**src/rtl/core/dual_quad_corner_tracker_defines.svh**
```systemverilog
// ----------------------------------------------------------------------------
// Dual quad corner tracker assertion macros
// Shared property wrappers clocked on clk and disabled during rst.
// ----------------------------------------------------------------------------
`ifndef DUAL_QUAD_CORNER_TRACKER_DEFINES_SVH
`define DUAL_QUAD_CORNER_TRACKER_DEFINES_SVH

// same-cycle implication
`define DQCT_ASSERT_IMP(lbl, ante, cons) \
  lbl: assert property (@(posedge clk) disable iff (rst) (ante) |-> (cons)) \
    else $error("dqct assertion failed");

// next-cycle implication
`define DQCT_ASSERT_NEXT(lbl, ante, cons) \
  lbl: assert property (@(posedge clk) disable iff (rst) (ante) |=> (cons)) \
    else $error("dqct assertion failed");

`endif

```
**src/rtl/core/dqct_pkg.sv**
```systemverilog
// ----------------------------------------------------------------------------
// dqct_pkg
// Shared constants and types of the dual quad corner tracker.
// ----------------------------------------------------------------------------
`timescale 1ns / 1ps

package dqct_pkg;

  localparam int HIST_DEPTH  = 32;
  localparam int FILL_W      = $clog2(HIST_DEPTH + 1);
  localparam int COORD_BITS  = 12;
  localparam int FIELD_BITS  = 12;
  localparam int Q_BITS      = 16;

  localparam logic [FIELD_BITS-1:0] COORD_MASK = FIELD_BITS'((1 << COORD_BITS) - 1);
  localparam logic [15:0] ALPHA_ONE = 16'h8000;

  localparam logic [7:0] REG_WINDOW    = 8'd0;
  localparam logic [7:0] REG_ALPHA     = 8'd1;
  localparam logic [7:0] REG_FRAMES    = 8'd2;
  localparam logic [7:0] REG_THRESHOLD = 8'd3;

  typedef struct packed {
    logic        present;
    logic        held;
    logic [63:0] xs;
    logic [63:0] ys;
  } quad_res_t;

  typedef struct packed {
    logic [7:0]  window;
    logic [15:0] alpha;
  } quad_cfg_t;

endpackage

```
**src/rtl/core/dqct_calib.sv**
```systemverilog
// ----------------------------------------------------------------------------
// dqct_calib
// Success history, running success count and calibration lock.
// ----------------------------------------------------------------------------
`timescale 1ns / 1ps
`include "dual_quad_corner_tracker_defines.svh"

module dqct_calib import dqct_pkg::*; (
  input  logic       clk,
  input  logic       rst,
  input  logic       update,
  input  logic       both,
  input  logic [6:0] frames,
  input  logic [8:0] threshold,
  output logic       lock_flag,
  output logic       lock_now
);

  logic [HIST_DEPTH-1:0] hist;
  logic [HIST_DEPTH-1:0] hist_next;
  logic [FILL_W-1:0]     fill;
  logic [FILL_W-1:0]     fill_next;
  logic [FILL_W-1:0]     count;
  logic [FILL_W-1:0]     count_next;

  always_comb begin
    logic full;
    logic drop;
    full       = (fill >= FILL_W'(HIST_DEPTH));
    drop       = full & hist[HIST_DEPTH-1];
    fill_next  = full ? fill : fill + FILL_W'(1);
    hist_next  = {hist[HIST_DEPTH-2:0], both};
    count_next = count - FILL_W'(drop) + FILL_W'(both);
    lock_now   = both && (7'(fill_next) >= frames) &&
                 ((15'(count_next) << 8) >= (15'(threshold) * 15'(fill_next)));
  end

  always_ff @(posedge clk) begin
    if (rst) begin
      hist      <= '0;
      fill      <= '0;
      count     <= '0;
      lock_flag <= 1'b0;
    end else if (update) begin
      hist      <= hist_next;
      fill      <= fill_next;
      count     <= count_next;
      lock_flag <= lock_now;
    end
  end

  `DQCT_ASSERT_NEXT(a_lock_sticky, lock_flag, lock_flag)
  `DQCT_ASSERT_IMP(a_count_in_fill, 1'b1, count <= fill)
  `DQCT_ASSERT_NEXT(a_hist_frozen, lock_flag, $stable(hist) && $stable(count))

endmodule

```
**config.mk**
```make
export PLATFORM = sky130hd
export DESIGN_NAME = dqct_calib
export DESIGN_NICKNAME = d
export VERILOG_FILES = /design/src/rtl/core/dqct_pkg.sv /design/src/rtl/core/dqct_calib.sv
export VERILOG_INCLUDE_DIRS = /design/src /design/src/rtl/core
export SDC_FILE = /design/constraint.sdc
export NUM_CORES = 1
export LEC_CHECK = 0
export ABC_AREA = 1
export BUFFER_PORTS_ARGS = -buffer_cell sky130_fd_sc_hd__buf_2
export CAP_MARGIN = 20
export CORE_MARGIN = 1
export CORE_UTILIZATION = 47
export DETAILED_ROUTE_END_ITERATION = 8
export GPL_TIMING_DRIVEN = 1
export PLACE_DENSITY = 0.67
export SETUP_SLACK_MARGIN = 0.15
export SYNTH_ARGS = -nofsm -noshare
export SYNTH_HDL_FRONTEND = slang
export SYNTH_SLANG_ARGS = --single-unit
export TNS_END_PERCENT = 1
```
**constraint.sdc**
```tcl
create_clock -name clk -period 8.35 [get_ports clk]
set_input_delay 2.505 -clock clk [delete_from_list [all_inputs] [get_ports clk]]
set_output_delay 2.505 -clock clk [all_outputs]
set_load 0.01 [all_outputs]
```
* Yosys cells after proc, flatten, opt, wreduce, memory -nomap -nowiden
Cells that the tools add are included.
** Storage, ports and cells
- Flip-flop bits (word level) :: 45
- Bits of input ports :: 20
- Output and inout bits :: 2
- Word-level logic and storage cells :: 15
** Cells by class
- Add/subtract/negate cells :: 3
- Multiply operators :: 1
- Order comparisons :: 3
- Mux-type cells :: 1
- Bitwise gates (word level) :: 1
- Reductions and logical operators :: 2
** Operators with widths (count)
- 14-bit by 15-bit >= comparator with 1-bit output :: 1
- 9-bit by 6-bit multiplier with 15-bit output :: 1
- 6-bit by 7-bit >= comparator with 1-bit output :: 1
- 6-bit by 1-bit adder with 6-bit output :: 1
- 6-bit by 1-bit adder with 6-bit output, second input constant :: 1
- 6-bit >= comparator, second input constant :: 1
- 6-bit 2-to-1 mux :: 1
- 6-bit by 1-bit subtractor with 6-bit output :: 1
- 1-bit logical AND :: 2
- 1-bit AND :: 1

* Longest topological paths before layout
- Depth in word-level cells :: 6
- Gate-level depth with buffers :: 32
- Mapped depth without buffers :: 32

* Worst setup path after synthesis
Ideal clock, no wire load.
- Path kind :: input-to-output
- Start point :: input port threshold[3]
- End point :: output port lock_now
- Arrival :: 6.244 ns
- Data required time :: 5.845 ns
- Slack :: -0.399 ns
- Cell stages on the path :: 26
- Buffers on the path :: 0
- Path through :: inv_1 -> nor2_1 -> fa_1 -> inv_1 -> fa_1 -> fa_1 -> inv_1 -> ha_1 -> nand3_1 -> nand3_2 -> a21boi_2 -> o21ai_1 -> xnor2_1 -> ha_1 -> nand3_1 -> nor2_1 -> nand3_1 -> nor2_2 -> nand2_1 -> nand2_1 -> nand2_1 -> nand2_1 -> nand2_1 -> nand2_1 -> nand2_2 -> inv_1
** Between the ends
- Cells in the longest elaborated chain, start to end :: 3
** Ends and longest elaborated chain
- start, declared :: line dqct_calib.sv:14 : input logic [8:0] threshold,
- 9-bit by 6-bit multiplier with 15-bit output :: line dqct_calib.sv:35 : ((15'(count_next) << 8) >= (15'(threshold) * 15'(fill_next)));
- 14-bit by 15-bit >= comparator with 1-bit output :: line dqct_calib.sv:35
- 1-bit logical AND :: line dqct_calib.sv:34 : lock_now = both && (7'(fill_next) >= frames) &&
- end, declared :: line dqct_calib.sv:16 : output logic lock_now
Every way passes these cells.

* Worst setup path after layout
- Start point :: input port threshold[4]
- End point :: output port lock_now
The elaborated chain is that of the path after synthesis.

==> flow_metrics.py <==
metrics = {
    "outcome": {
        "status": "complete, but fails checks",
        "violations": "setup timing",
    },
    "layout": {
        "final_area_um2": 4587,
        "area_growth_pct": 21.11,
        "nNetsFinal": 663,
        "diodes": 0,
        "drive_gt1_frac": 0.1909,
        "final_util": 0.5905,
        "instances_no_fill": 673,
    },
    "die": {
        "pin_count": 22,
        "die_h_um": 91.77,
        "core_area_um2": 7767,
        "die_area_um2": 8421,
        "die_x_um": 91.77,
        "initial_core_util": 0.4876,
        "rows": 32,
    },
    "synth": {
        "ys_ff_latch": 45,
        "ys_types": 30,
        "synthTopCellsByArea": "dfxtp_1 (24%), fa_1 (16%), ha_1 (14%), nor2_1 (11%), inv_1 (8.6%)",
        "yosys.area.top_type_share": 0.2379,
        "synth-seq-area-share": 0.2379,
        "synth_cells": 518,
        "ys_warn_count": 0,
        "synthesis.area_um2": 3787,
        "synth_edf_count": 0,
        "syn_area_per_cell_um2": 7.312,
        "synthArstFlopShare": 0,
        "synthFlopType": "dfxtp_1",
        "synth_top_area_cell": "dfxtp_1",
        "syn_nets": 611,
    },
    "global_route": {
        "grt_pass1_vias": 3277,
        "grt_max_degree": 43,
        "antenna_found_initial": 0,
        "grt_pass1_wl_um": 14260,
        "grt_usage": 0.2076,
        "grt_overflow_total": 0,
    },
    "job": {
        "drv_cap": 0,
    },
    "clocking": {
        "htree_levels": 2,
        "clkSlewWorstSetupHoldPaths_ns": 0.08,
        "cts_sinks": 45,
        "clk_latency_ns": 0.29,
        "cts_inserted_buffers": 5,
        "cts-root-buf": "clkbuf_8",
        "cts_tree": "yes",
        "cts_buffer_depth": 2,
    },
    "critical_path": {
        "r2r_end": "lock_flag$_SDFFE_PP0P_",
        "rr_startpoint": "fill[0]$_SDFFE_PP0P_",
        "cp_max_fo": 5,
        "worstPathRequired_ns": 5.85,
        "crit_end": "lock_now",
        "endpoint_kind": "output port",
        "criticalPathCategory": "input port to output port",
        "reg2reg_depth": 29,
        "worstSetupStartpointType": "input port",
        "startpoint": "threshold[4]",
        "rrSetupSlack_ns": 2.85,
        "crit_arrival_ns": 6.32,
    },
    "timing": {
        "hold_viol_final": 0,
        "period_minus_slack_ns": 8.821,
        "worstMarginPinSlew_ns": 0.8710,
        "max_freq_ghz": 0.1134,
        "setup_ws_ns": -0.4705,
        "maxSlewViolCount": 0,
        "setup_viol": 1,
        "slew_headroom": 0.4187,
        "min_period_over_period": 1.056,
        "rsz0062_at_grt": "true",
        "skew_ns": 0.008690,
    },
    "power": {
        "peakVddDrop_mv": 0.1524,
        "p_per_area_nw_per_um2": 174.0,
        "leakage_nw": 2.367,
    },
    "drt": {
        "ant_nets": 0,
        "wire_per_inst_um": 12.06,
        "vias_per_cell": 4.987,
        "drc": 0,
        "drt-pass1-iter-count": 4,
        "routed_wl_um": 8115,
        "num_vias": 3356,
        "drtIter0Drc": 155,
    },
    "place": {
        "hpwl_um": 6376,
        "placed_cells": 660,
        "numPortBuffers": 21,
        "dpl_cell_area_um2": 4279,
        "gp_congestion": 0.8588,
    },
    "min_path": {
        "hold_path.class": "flop to flop",
    },
}
==> sequential cells by signal, summed over array words and instances, names as in the netlist <==
name	flops
count	6
fill	6
hist	32
lock_flag	1
==> worst min path at each step <==
stage	from	endpoint	slack, ns	cells after the start
final	count[0]$_SDFFE_PP0P_	count[0]$_SDFFE_PP0P_	0.47	2
after global routing	hist[21]$_SDFFE_PP0P_	hist[21]$_SDFFE_PP0P_	0.51	2
after CTS	count[0]$_SDFFE_PP0P_	count[0]$_SDFFE_PP0P_	0.47	2
after detailed placement	count[0]$_SDFFE_PP0P_	count[0]$_SDFFE_PP0P_	0.46	2
after global placement	count[0]$_SDFFE_PP0P_	count[0]$_SDFFE_PP0P_	0.45	2
after floorplan	count[0]$_SDFFE_PP0P_	count[0]$_SDFFE_PP0P_	0.44	2
==> per-stage QoR <==
| step | hold slack (ns) | total power, mW | setup WS [ns] | setup TNS (ns) |
|---|---|---|---|---|
| floorplan | 0.4392 | 0.5052 | -0.09586 | -0.09586 |
| global placement | 0.4500 | 0.6143 | -0.4900 | -0.4900 |
| detailed placement | 0.4632 | 0.6254 | -0.5699 | -0.5699 |
| CTS | 0.4744 | 0.7711 | -0.5572 | -0.5572 |
| global route | 0.5105 | 0.8714 | -0.7429 | -0.7429 |
| finish | 0.4692 | 0.7983 | -0.4705 | -0.4705 |
==> what timing repair did <==
item / CTS / global route
endpoints found under the setup margin: 1 / 1
resized for setup: 27 / 24
hold buffers: 0 / 0
setup buffers: 1 / 4
pin swaps: 28 / 28
==> per-layer routing <==
layer / up-vias / wire length, um / global-route usage
li1: 1722 / - / -
met4: 0 / 137 / 0.06380
met3: 11 / 276 / 0.02322
met1: 1569 / 3666 / 0.2701
met5: - / 0 / 0
met2: 54 / 4035 / 0.3609
==> Yosys cell counts, types with 2 or more instances <==
cell type	count
nor2_1	114
inv_1	87
nand2_1	61
o21ai_0	47
dfxtp_1	45
ha_1	43
fa_1	30
a21oi_1	23
nand3_1	17
clkbuf_1	11
xor2_1	7
o21ai_1	4
xnor2_1	4
a21o_1	3
nand4_1	3
a211oi_1	2
a31oi_1	2
nand3_2	2
nor3_1	2
==> kinds of logic after synthesis <==
family                     Yosys count  synth area share
xor gates and xnor gates            11           0.02544
and+or+nand+nor                    202            0.2137
DFF                                 45            0.2379
adders and majority gates           73            0.3006
AOI/OAI and AO/OA                   85            0.1206
buffers and inverters              102            0.1017
==> power by group <==
group / internal (mW) / total, mW / switching (mW)
logic: 0.202 / 0.435 / 0.233
clock network: 0.0595 / 0.126 / 0.0662
registers: 0.230 / 0.238 / 0.00801
==> layout make-up <==
cell class / count / area [um^2]
Timing Repair Buffer: 59 / 429.2
Sequential cell: 45 / 900.9
Tap cell: 102 / 127.6
Multi-Input combinational cell: 371 / 2699
Clock buffer: 8 / 80.08
Inverter: 88 / 350.3
Fill cell: 732 / 3181
==> layout by cell type, fill, tap and decap left out, types with 4 or more instances in the layout <==
cell type,instances
ha_4,5
fa_1,30
nand3_1,16
xor2_1,7
buf_2,16
buf_4,38
nor2_1,104
a21oi_1,19
nor2_2,8
nand2_2,4
clkbuf_8,5
o21ai_0,46
xnor2_1,4
dfxtp_1,45
inv_1,77
ha_1,38
inv_2,6
nand2_1,55
==> critical path, stage by stage <==
cell and delay (ns):
buf_8 0.11, inv_8 0.06, nor2_4 0.03, fa_1 0.53
inv_1 0.05, fa_1 0.46, fa_1 0.51, inv_2 0.05
ha_4 0.24, nand2_4 0.08, nand3_4 0.09, a21boi_4 0.17
o21ai_2 0.09, xnor2_1 0.14, ha_1 0.30, nand3_1 0.07
nor2_1 0.09, nand3_1 0.09, nor2_2 0.11, nand2_1 0.06
nand2_1 0.06, nand2_1 0.05, nand2_1 0.05, nand2_1 0.04
nand2_1 0.07, nand2_2 0.07, inv_2 0.05, buf_6 0.09
Power figures use the tool's default switching activity.
